==> config.mk <==
export PLATFORM = sky130hd
export DESIGN_NAME = circular_next_free_slot_allocator
export DESIGN_NICKNAME = d
export VERILOG_FILES = /design/src/rtl/core/cnfsa_pkg.sv /design/src/rtl/core/cnfsa_find.sv /design/src/rtl/core/circular_next_free_slot_allocator.sv
export SDC_FILE = /design/constraint.sdc
export NUM_CORES = 1
export LEC_CHECK = 0
export BUFFER_PORTS_ARGS = -buffer_cell sky130_fd_sc_hd__buf_2
export CORE_MARGIN = 5
export CORE_UTILIZATION = 37
export DETAILED_ROUTE_END_ITERATION = 6
export PLACE_DENSITY = 0.59
export REMOVE_ABC_BUFFERS = 1
export SLEW_MARGIN = 10
export SYNTH_ARGS = -nofsm -noshare
export SYNTH_HDL_FRONTEND = slang
export SYNTH_SLANG_ARGS = --single-unit
==> constraint.sdc <==
create_clock -name clk -period 8.2 [get_ports clk]
set_input_delay 0.41 -clock clk [delete_from_list [all_inputs] [get_ports clk]]
set_output_delay 0.41 -clock clk [all_outputs]
set_load 0.01 [all_outputs]
==> src/rtl/core/cnfsa_pkg.sv <==
// Shared types and constants of the circular next-free-slot allocator.
`default_nettype none

package cnfsa_pkg;

  // Width of slot numbers, the slot count register and the request field.
  localparam int CNT_W = 11;
  // The occupancy bitmap is held as words of this many bits.
  localparam int WORD_W = 32;
  localparam int BIT_W = $clog2(WORD_W);
  localparam int NUM_SLOTS_DEF = 1024;
  localparam logic [CNT_W-1:0] SLOTS_RST = CNT_W'(1024);

  typedef enum logic [1:0] {
    STAT_EXACT = 2'd0,
    STAT_OTHER = 2'd1,
    STAT_FULL  = 2'd2,
    STAT_BAD   = 2'd3
  } status_t;

  typedef enum logic [1:0] {
    S_CLEAR,
    S_IDLE,
    S_SCAN
  } state_t;

  // Result of searching one bitmap word for a free slot.
  typedef struct packed {
    logic             found;
    logic [BIT_W-1:0] bit_idx;
  } hit_t;

endpackage

`default_nettype wire

==> src/rtl/core/cnfsa_find.sv <==
// Windowed search for the lowest free slot in one bitmap word.
`default_nettype none

module cnfsa_find
  import cnfsa_pkg::*;
#(
  parameter int ADDR_W = 5
) (
  input  wire logic [WORD_W-1:0] word,
  input  wire logic [ADDR_W-1:0] addr,
  input  wire logic [CNT_W-1:0]  lo,
  input  wire logic [CNT_W-1:0]  hi,
  output hit_t                   hit
);

  localparam int WI_W = (ADDR_W > CNT_W - BIT_W) ? ADDR_W : CNT_W - BIT_W;

  logic [WI_W-1:0]   addr_x;
  logic [WI_W-1:0]   lo_word;
  logic [WI_W-1:0]   hi_word;
  logic [WORD_W-1:0] lo_mask;
  logic [WORD_W-1:0] hi_mask;
  logic [WORD_W-1:0] cand;

  assign addr_x  = WI_W'(addr);
  assign lo_word = WI_W'(lo[CNT_W-1:BIT_W]);
  assign hi_word = WI_W'(hi[CNT_W-1:BIT_W]);

  // Slot indices g of this word qualify when lo <= g < hi.
  always_comb begin
    if (addr_x > lo_word) begin
      lo_mask = '1;
    end else if (addr_x == lo_word) begin
      lo_mask = {WORD_W{1'b1}} << lo[BIT_W-1:0];
    end else begin
      lo_mask = '0;
    end
    if (addr_x < hi_word) begin
      hi_mask = '1;
    end else if (addr_x == hi_word) begin
      hi_mask = ~({WORD_W{1'b1}} << hi[BIT_W-1:0]);
    end else begin
      hi_mask = '0;
    end
  end

  assign cand = ~word & lo_mask & hi_mask;

  always_comb begin
    hit.found   = |cand;
    hit.bit_idx = '0;
    for (int j = WORD_W - 1; j >= 0; j--) begin
      if (cand[j]) begin
        hit.bit_idx = BIT_W'(j);
      end
    end
  end

endmodule

`default_nettype wire

==> src/rtl/core/circular_next_free_slot_allocator.sv <==
// Top level of the circular next-free-slot allocator: sequencer, bitmap memory, results.
//
//   channel  ports                                      transfer when
//   input    start, busy, in_wanted_slot                start high and busy low
//   result   out_valid, out_granted_slot, out_status    out_valid high (one cycle)
//   config   cfg_we, cfg_wdata                          cfg_we high
//
// A bad request returns its result in the cycle after the transfer, with busy staying low.
// Any other request scans the bitmap one 32-bit word per clock, from the requested
// word to the last active word and then from word 0 back to the requested word, through
// one registered memory read port. At most 33 words are checked for 1024 slots, and busy
// stays high until the result is registered, so no new request is taken during a search.
// The granting write to the bitmap lands at the edge that registers the result.
// After reset the bitmap is cleared one word per cycle with busy high; configuration
// writes are taken throughout. The receiver of results cannot stall.
`default_nettype none

module circular_next_free_slot_allocator
  import cnfsa_pkg::*;
#(
  parameter int NUM_SLOTS = NUM_SLOTS_DEF
) (
  input  wire logic             clk,
  input  wire logic             rst_n,
  input  wire logic             start,
  output logic                  busy,
  input  wire logic [CNT_W-1:0] in_wanted_slot,
  output logic                  out_valid,
  output logic [CNT_W-1:0]      out_granted_slot,
  output logic [1:0]            out_status,
  input  wire logic             cfg_we,
  input  wire logic [CNT_W-1:0] cfg_wdata
);

  localparam int NUM_WORDS = (NUM_SLOTS + WORD_W - 1) / WORD_W;
  localparam int ADDR_W = (NUM_WORDS > 1) ? $clog2(NUM_WORDS) : 1;
  localparam logic [ADDR_W-1:0] LAST_WORD = ADDR_W'(NUM_WORDS - 1);

  logic [WORD_W-1:0] mem [NUM_WORDS];

  state_t             state_r, state_nxt;
  logic [CNT_W-1:0]   slots_r;
  logic [ADDR_W-1:0]  clr_addr_r;
  logic [CNT_W-1:0]   w_r;
  logic [CNT_W-1:0]   c_r;
  logic [ADDR_W-1:0]  ws_r;
  logic [ADDR_W-1:0]  last_r;
  logic [ADDR_W-1:0]  rd_addr_r;
  logic               rd_pass_r;
  logic [ADDR_W-1:0]  chk_addr_r;
  logic               chk_pass_r;
  logic               chk_vld_r;
  logic [WORD_W-1:0]  rd_data_r;
  logic               out_valid_r;
  logic [CNT_W-1:0]   out_slot_r;
  status_t            out_status_r;

  logic               accept;
  logic [CNT_W-1:0]   count;
  logic [CNT_W-1:0]   want_m1;
  logic [CNT_W-1:0]   count_m1;
  logic               bad_req;
  logic [CNT_W-1:0]   win_lo;
  logic [CNT_W-1:0]   win_hi;
  hit_t               hit;
  logic [ADDR_W+BIT_W-1:0] hit_idx;
  logic               chk_last;
  logic               mem_we;
  logic [ADDR_W-1:0]  mem_waddr;
  logic [WORD_W-1:0]  mem_wdata;
  logic               res_grant;
  logic               res_full;

  assign busy   = (state_r != S_IDLE);
  assign accept = start && !busy;

  // Active slot count saturates at the bitmap size.
  assign count    = (32'(slots_r) > NUM_SLOTS) ? CNT_W'(NUM_SLOTS) : slots_r;
  assign want_m1  = in_wanted_slot - CNT_W'(1);
  assign count_m1 = count - CNT_W'(1);
  assign bad_req  = (in_wanted_slot == '0) || (in_wanted_slot > count);

  // First pass looks at slots from the request up, the wrapped pass at slots below it.
  assign win_lo = chk_pass_r ? '0 : w_r;
  assign win_hi = chk_pass_r ? w_r : c_r;

  cnfsa_find #(
    .ADDR_W(ADDR_W)
  ) u_find (
    .word (rd_data_r),
    .addr (chk_addr_r),
    .lo   (win_lo),
    .hi   (win_hi),
    .hit  (hit)
  );

  assign hit_idx  = {chk_addr_r, hit.bit_idx};
  assign chk_last = chk_pass_r && (chk_addr_r == ws_r);

  always_comb begin
    state_nxt = state_r;
    mem_we    = 1'b0;
    mem_waddr = chk_addr_r;
    mem_wdata = rd_data_r | (WORD_W'(1) << hit.bit_idx);
    res_grant = 1'b0;
    res_full  = 1'b0;
    unique case (state_r)
      S_CLEAR: begin
        mem_we    = 1'b1;
        mem_waddr = clr_addr_r;
        mem_wdata = '0;
        if (clr_addr_r == LAST_WORD) begin
          state_nxt = S_IDLE;
        end
      end
      S_IDLE: begin
        if (accept && !bad_req) begin
          state_nxt = S_SCAN;
        end
      end
      S_SCAN: begin
        if (chk_vld_r) begin
          if (hit.found) begin
            mem_we    = 1'b1;
            res_grant = 1'b1;
            state_nxt = S_IDLE;
          end else if (chk_last) begin
            res_full  = 1'b1;
            state_nxt = S_IDLE;
          end
        end
      end
      default: begin
        state_nxt = S_IDLE;
      end
    endcase
  end

  always_ff @(posedge clk) begin
    if (mem_we) begin
      mem[mem_waddr] <= mem_wdata;
    end
    rd_data_r <= mem[rd_addr_r];
  end

  always_ff @(posedge clk) begin
    if (!rst_n) begin
      state_r     <= S_CLEAR;
      slots_r     <= SLOTS_RST;
      clr_addr_r  <= '0;
      chk_vld_r   <= 1'b0;
      out_valid_r <= 1'b0;
    end else begin
      state_r <= state_nxt;
      if (cfg_we) begin
        slots_r <= cfg_wdata;
      end
      if (state_r == S_CLEAR) begin
        clr_addr_r <= clr_addr_r + ADDR_W'(1);
      end
      chk_vld_r   <= (state_r == S_SCAN) && (state_nxt == S_SCAN);
      out_valid_r <= (accept && bad_req) || res_grant || res_full;
    end
  end

  // Request context, read sequencing and result payload.
  always_ff @(posedge clk) begin
    if (accept) begin
      w_r       <= want_m1;
      c_r       <= count;
      ws_r      <= ADDR_W'(want_m1 >> BIT_W);
      last_r    <= ADDR_W'(count_m1 >> BIT_W);
      rd_addr_r <= ADDR_W'(want_m1 >> BIT_W);
      rd_pass_r <= 1'b0;
    end else if (state_r == S_SCAN) begin
      if (!rd_pass_r && (rd_addr_r == last_r)) begin
        rd_addr_r <= '0;
        rd_pass_r <= 1'b1;
      end else if (!(rd_pass_r && (rd_addr_r == ws_r))) begin
        rd_addr_r <= rd_addr_r + ADDR_W'(1);
      end
    end
    chk_addr_r <= rd_addr_r;
    chk_pass_r <= rd_pass_r;
    if (accept && bad_req) begin
      out_slot_r   <= '0;
      out_status_r <= STAT_BAD;
    end else if (res_grant) begin
      out_slot_r   <= CNT_W'(hit_idx) + CNT_W'(1);
      out_status_r <= (!chk_pass_r && (CNT_W'(hit_idx) == w_r)) ? STAT_EXACT : STAT_OTHER;
    end else if (res_full) begin
      out_slot_r   <= '0;
      out_status_r <= STAT_FULL;
    end
  end

  assign out_valid        = out_valid_r;
  assign out_granted_slot = out_slot_r;
  assign out_status       = out_status_r;

endmodule

`default_nettype wire

==> flow_summary.toml, run 1 <==
[run_status]
status = "complete, no violations"

[timing]
rsz0062_at_grt = "false"
worstMarginPinSlew_ns = 1.236
setup_violations = 0
slew_viol_final = 0
max_slew_margin = 0.1750
clock.fmax_mhz = 158.2
min_period_over_period = 0.7707
hold_viol = 0
hold_slack_ns = 0.05738
skew_ns = 0.03195
finalCriticalPeriod_ns = 6.320

[grt]
grt-ovfl-total = 0
grt_antenna_before_repair = 1
grt_start_max_net_pins = 99
grtUsageTotal = 0.1878
first_global_vias = 25840
grt_first_pass_wirelength_mm = 181.4

[yosys]
syn_avg_cell_area_sq_um = 16.42
synth-edff-count = 1056
ys_ff_latch = 1128
seq_area_frac_synth = 0.7163
syn_area_sq_um = 46280
yosys_warnings = 0
synth_cells = 2818
ys_types = 87
synth_top_flop_cell = "edfxtp_1"
synthArstFlopShare = 0

[clock_tree]
cts_tree = "built"
cts_setup_buffers = 0
cts_made_buffers = 114
cts-htree-levels = 3
clk_pin_slew_ns = 0.06
root_buffer = "clkbuf_16"
cts_sinks = 1128
insertion_delay_ns = 0.71
max-clock-path-buffers = 3

[drt]
drc = 0
vias = 26400
drt_iter0_drc = 2556
routed_wl_mm = 126.4
ant_nets = 0
drt-vias-per-instance = 5.663
first_pass_iters = 7
wl_per_cell_microns = 27.12

[pwr]
p_leak_uw = 0.01646
p_per_area_nw_per_um2 = 220.7
peakVddDrop_uv = 199.4

[critical_path]
worstPathArrival_ns = 6.65
crit_fanout = 34
crit_type = "flip-flop to flip-flop"
crit_required_ns = 8.53
start_kind = "flip-flop"
endpoint_kind = "flip-flop"

[final_layout]
fin_util = 0.4262
area_delta_synth_final_pct = 14.15
layoutNonFillerInstCount = 4662
fin_nets = 2980
drive_gt1_frac = 0.1954
fin_area_sq_um = 52830

[die]
core_sq_um = 124000
ioPinCount = 41
start_util = 0.3734
rows = 129
die-area_sq_um = 132300
die_w_microns = 363.7
die_h_microns = 363.7

[hold_path]
min_path_type = "input port to flip-flop"

[place]
placed_area_sq_um = 48950
gp_congestion = 0.9246
dp_cells = 4432
portBuffers = 40
dpl.hpwl_mm = 73.21

[flow_run]
maxCapViolations = 0
## metal layers
metal  vias up  global-route usage  share of wire
li1      11500                   -              -
met1     13660              0.2563           0.42
met2      1017              0.3028           0.47
met3       225             0.04018          0.077
met4         0             0.06052          0.035
met5         -                   0              0
## metrics by stage
step | power [uW] | TNS [ns] | setup WS (ns)
after CTS | 11760 | 0 | 1.941
final | 11660 | 0 | 1.880
after floorplan | 6512 | -255.06 | -6.038
after global routing | 12020 | 0 | 1.391
after global placement | 6611 | 0 | 2.128
after detailed placement | 6614 | 0 | 1.978
## cell usage in the layout (no fill, tap or decap), drive strengths merged, types with 32 or more instances in the layout
master	count
edfxtp	1056
o22ai	36
clkinv	32
nor3	40
inv	35
o21ai	130
mux2	68
nor2	80
o221ai	97
buf	134
mux2i	207
dfxtp	72
a21oi	160
clkbuf	167
nand2	211
mux4	128
## cell usage after synthesis, types with 6 or more instances
master | number | area share
o21ai_0 | 124 | 0.013
dfxtp_1 | 72 | 0.031
nand4_1 | 8 | 0.0011
nor2b_1 | 23 | 0.0031
o2111ai_1 | 8 | 0.0015
nand2_1 | 211 | 0.017
and3_1 | 11 | 0.0015
o21a_1 | 9 | 0.0015
nor3_1 | 40 | 0.0043
mux4_2 | 128 | 0.062
o31ai_1 | 7 | 0.0011
buf_2 | 8 | 0.00087
buf_1 | 45 | 0.0036
mux2_2 | 67 | 0.016
a21o_1 | 7 | 0.0011
a21boi_0 | 8 | 0.0013
xnor2_1 | 29 | 0.0055
a31oi_1 | 18 | 0.0024
and2_1 | 26 | 0.0035
nand3_1 | 29 | 0.0031
edfxtp_1 | 1056 | 0.69
a211oi_1 | 8 | 0.0013
nor4_1 | 7 | 0.00095
xor2_1 | 13 | 0.0025
mux2i_1 | 207 | 0.045
clkbuf_1 | 101 | 0.0082
o221ai_1 | 97 | 0.018
nor3b_1 | 6 | 0.00097
a21oi_1 | 157 | 0.017
ha_1 | 31 | 0.0084
inv_1 | 27 | 0.0022
nor2_1 | 79 | 0.0064
nand2b_1 | 7 | 0.00095
o22ai_1 | 35 | 0.0047
## kinds of logic (layout without fill, tap and decap cells)
family	count (synthesis)	in the layout	share of synthesized area
DFF	1128	1128	0.7163
AOI/OAI and AO/OA	555	555	0.08018
and+or+nand+nor	473	473	0.04782
muxes	403	403	0.1237
buffers and inverters	186	392	0.01571
xor gates and xnor gates	42	42	0.007948
adders and majority gates	31	31	0.008380
other	0	1	0
## power breakdown
group,switching (uW),internal (uW)
logic,125,63.9
registers,27.6,6280
clock network,2180,2980
total,2330,9330
## path summary, 6_finish.rpt
check	depth (start not counted)	end	start	slack, ns
worst max-delay path	15	mem[23][3]	chk_pass_r	1.88
worst min-delay path	3	w_r[3]	in_wanted_slot[0]	0.06
worst max register to register	15	mem[23][3]	chk_pass_r	1.88
worst min register to register	0	chk_pass_r	rd_pass_r	0.42
## final cells by class
class,count,area (sq um)
Fill cell,10970,71120
Sequential cell,1128,33150
Multi-Input combinational cell,1504,12680
Clock buffer,167,3213
Tap cell,1637,2048
Timing Repair Buffer,146,1076
Clock inverter,50,549.3
Inverter,29,108.9
Antenna cell,1,2.502
## state kept, by name, indices dropped and copies added, names as in the netlist
register / cells
c_r: 11
chk_addr_r: 5
chk_pass_r: 1
chk_vld_r: 1
clr_addr_r: 5
last_r: 5
mem: 1024
out_granted_slot: 11
out_status: 2
out_valid: 1
rd_addr_r: 5
rd_data_r: 32
rd_pass_r: 1
slots_r: 11
state_r: 2
w_r: 11
## worst max-delay path, stage by stage (launching register included)
cell and delay [ns]:
dfxtp_1 0.31, buf_4 0.34, mux2i_1 0.14, ha_1 0.31, nand3_1 0.23, nor4_4 0.95, nand3_1 0.19, a2111oi_2 0.60
a221oi_1 0.11, o311ai_0 0.44, o2111ai_1 0.24, o21ai_2 0.42, ha_1 0.29, ha_1 0.33, a21oi_1 0.12, nor2_2 0.89
## what timing repair did
item,CTS,global route
hold buffers,12,0
resized for setup,0,0
endpoints found under the hold margin,12,0
Note: power is estimated with default switching activity, not from simulation.
==> run 2, diff against run 1 <==
--- a/config.mk
+++ b/config.mk
@@ -5,6 +5,7 @@
 export SDC_FILE = /design/constraint.sdc
 export NUM_CORES = 1
 export LEC_CHECK = 0
+export ABC_AREA = 1
 export BUFFER_PORTS_ARGS = -buffer_cell sky130_fd_sc_hd__buf_2
 export CORE_MARGIN = 5
 export CORE_UTILIZATION = 37
==> constraint.sdc (replaced) <==
create_clock -name clk -period 6.1 [get_ports clk]
set_input_delay 0.305 -clock clk [delete_from_list [all_inputs] [get_ports clk]]
set_output_delay 0.305 -clock clk [all_outputs]
set_load 0.01 [all_outputs]
==> run 2 against run 1 <==
  * Sequential power up 34%
  * Total power up 35%
  * Design area is 1.7% higher
  * Count of clock-buffer cells in the layout is 18 lower
  * Clock power is 30% higher
  * Sequential share of layout area shrank 1.1 points
  * Highest routed layer unchanged
  * Core utilization increased by 0.29 points
  * Register-to-register slack lost 1.3 ns
  * Die area increased by 0.49%
==> flow_summary.toml, run 2 <==
[yosys]
synthTopCellsByCount = "1056 x edfxtp_1, 809 x nor2_1, 668 x o21ai_0"
synth_top_flop_cell = "edfxtp_1"
seq_area_frac_synth = 0.7127
synth_area_leaders = "edfxtp_1 68%, o21ai_0 7.2%, nor2_1 6.5%"
synth.most_common_cell = "edfxtp_1"
synth_top_area_frac = 0.6817
synth_top_area_cell = "edfxtp_1"
yosys_warnings = 0
synth_cells = 3934
synthArstFlopShare = 0
syn_area_sq_um = 46510
ys_types = 59
ys_ff_latch = 1128
synth-edff-count = 1056
syn_avg_cell_area_sq_um = 11.82

[timing]
slew_viol_final = 0
max_slew_margin = 0.02766
hold_slack_ns = 0.03184
clock.fmax_mhz = 180.6
skew_ns = 0.03439
setup_violations = 0
rsz0062_at_grt = "false"
worstMarginPinSlew_ns = 1.459
final.setup.worst_slack_ns = 0.5622
finalCriticalPeriod_ns = 5.538
hold_viol = 0
min_period_over_period = 0.9078

[place]
dpl.hpwl_mm = 78.18
portBuffers = 40
dp_cells = 5531
pre_cts_slack_ns = 0.1132
placed_area_sq_um = 49760
gp_congestion = 0.9296

[pwr]
peakVddDrop_uv = 177.4
p_leak_uw = 0.01771
p_per_area_nw_per_um2 = 292.8

[final_layout]
largest_reg_flops = 1024
fin_area_sq_um = 53750
mostFrequentLayoutCells = "1056 x edfxtp_1, 770 x nor2_1, 668 x o21ai_0"
layoutNonFillerInstCount = 5768
area_delta_synth_final_pct = 15.56
final_common_cell = "edfxtp_1"
regMostFlops = "mem"
nFillCells = 11590
fin_nets = 4078
drive_gt1_frac = 0.1186
top_regs = "mem (1024), rd_data_r (32)"

[critical_path]
endpoint_kind = "flip-flop"
crit_fanout = 16
crit_slowest_cell = "dfxtp_1"
cpPeakStageDelay_ns = 0.50
cp_common_cell = "nand2_1"
crit_required_ns = 6.54
crit_type = "flip-flop to flip-flop"
start_kind = "flip-flop"
worstPathArrival_ns = 5.98

[drt]
vias = 32160
first_pass_iters = 6
drt-vias-per-instance = 5.576
drt_iter0_drc = 3680
drc = 0
wl_per_cell_microns = 25.44
ant_nets = 0
routed_wl_mm = 146.7

[die]
die_w_microns = 364.6
die-area_sq_um = 132900
core_sq_um = 125200
rows = 130
die_h_microns = 364.6
ioPinCount = 41
start_util = 0.3714

[clock_tree]
clk_pin_slew_ns = 0.06
max-clock-path-buffers = 3
root_buffer = "clkbuf_16"
cts-htree-levels = 3
cts_made_buffers = 110
insertion_delay_ns = 0.71
cts_sinks = 1128
cts_tree = "built"

[grt]
grtUsageTotal = 0.2140
first_global_vias = 30130
grt_first_pass_wirelength_mm = 208.3
grt-ovfl-total = 0
grt_start_max_net_pins = 225
grt_antenna_before_repair = 2

[hold_path]
min_path_type = "input port to flip-flop"

[run_status]
status = "complete, no violations"

[flow_run]
maxCapViolations = 0
==> run 2: final timing paths <==
path | start | endpoint | slack, ns | cells after the start
worst max-delay path | chk_pass_r | mem[1][12] | 0.56 | 42
worst min-delay path | cfg_we | slots_r[7] | 0.03 | 3
worst max register to register | chk_pass_r | mem[1][12] | 0.56 | 42
worst min register to register | rd_pass_r | chk_pass_r | 0.40 | 0
==> run 2: area by class of cell <==
class                           count  area (sq um)  share of cell area
Multi-Input combinational cell   2408         12340              0.2296
Sequential cell                  1128         33150              0.6168
Tap cell                         1650          2064             0.03841
Clock inverter                     57         535.5            0.009963
Inverter                          165         641.9             0.01194
Timing Repair Buffer              208          2007             0.03734
Antenna cell                        3         7.507           0.0001397
Clock buffer                      149          3003             0.05587
==> run 2: power breakdown <==
group | total [uW] | leakage [uW] | switching (uW) | internal, uW
logic | 567 | 0.00598 | 402 | 165
clock network | 6710 | 0.00173 | 2880 | 3830
registers | 8470 | 0.00999 | 26.5 | 8440
==> run 2: kinds of logic after synthesis <==
kind of cell | Yosys count | share of synthesized area
fa+ha+maj | 31 | 0.008339
mux | 2 | 0.0004304
xor+xnor | 21 | 0.003954
compound gates | 1114 | 0.1324
buf+inv | 406 | 0.03424
simple gates | 1232 | 0.1079
flops | 1128 | 0.7127
==> run 2: timing repair <==
action | in CTS | in global routing
setup buffers | 0 | 2
hold endpoints to repair | 17 | 0
gates resized for setup | 0 | 21
endpoints found under the setup margin | 0 | 448
hold buffers | 18 | 0
==> run 2: critical path, delay by kind of cell (launching register included) <==
kind | cells | cell delay, ns
AO/OA/AOI/OAI | 2 | 0.45
buffers and inverters | 3 | 0.59
multiplexers | 1 | 0.08
flip-flops | 1 | 0.50
adder cells (fa/ha/maj) | 2 | 0.42
AND/OR/NAND/NOR | 34 | 3.22
==> run 2: per-stage QoR <==
| step | TNS [ns] | util | total power, uW |
|---|---|---|---|
| after floorplan | -728.87 | - | 8897 |
| after global placement | 0 | 0.3973 | 9176 |
| after detailed placement | 0 | 0.3973 | 9177 |
| after CTS | 0 | 0.4270 | 15840 |
| after global routing | 0 | 0.4291 | 16240 |
| final | 0 | 0.4292 | 15740 |
==> run 2: metal layers <==
layer | wire, microns | GRT usage | vias to the layer above
li1 | - | - | 14490
met1 | 59730 | 0.2849 | 15920
met2 | 68610 | 0.3450 | 1455
met3 | 12920 | 0.04780 | 300
met4 | 5469 | 0.07994 | 0
met5 | 0 | 0 | -
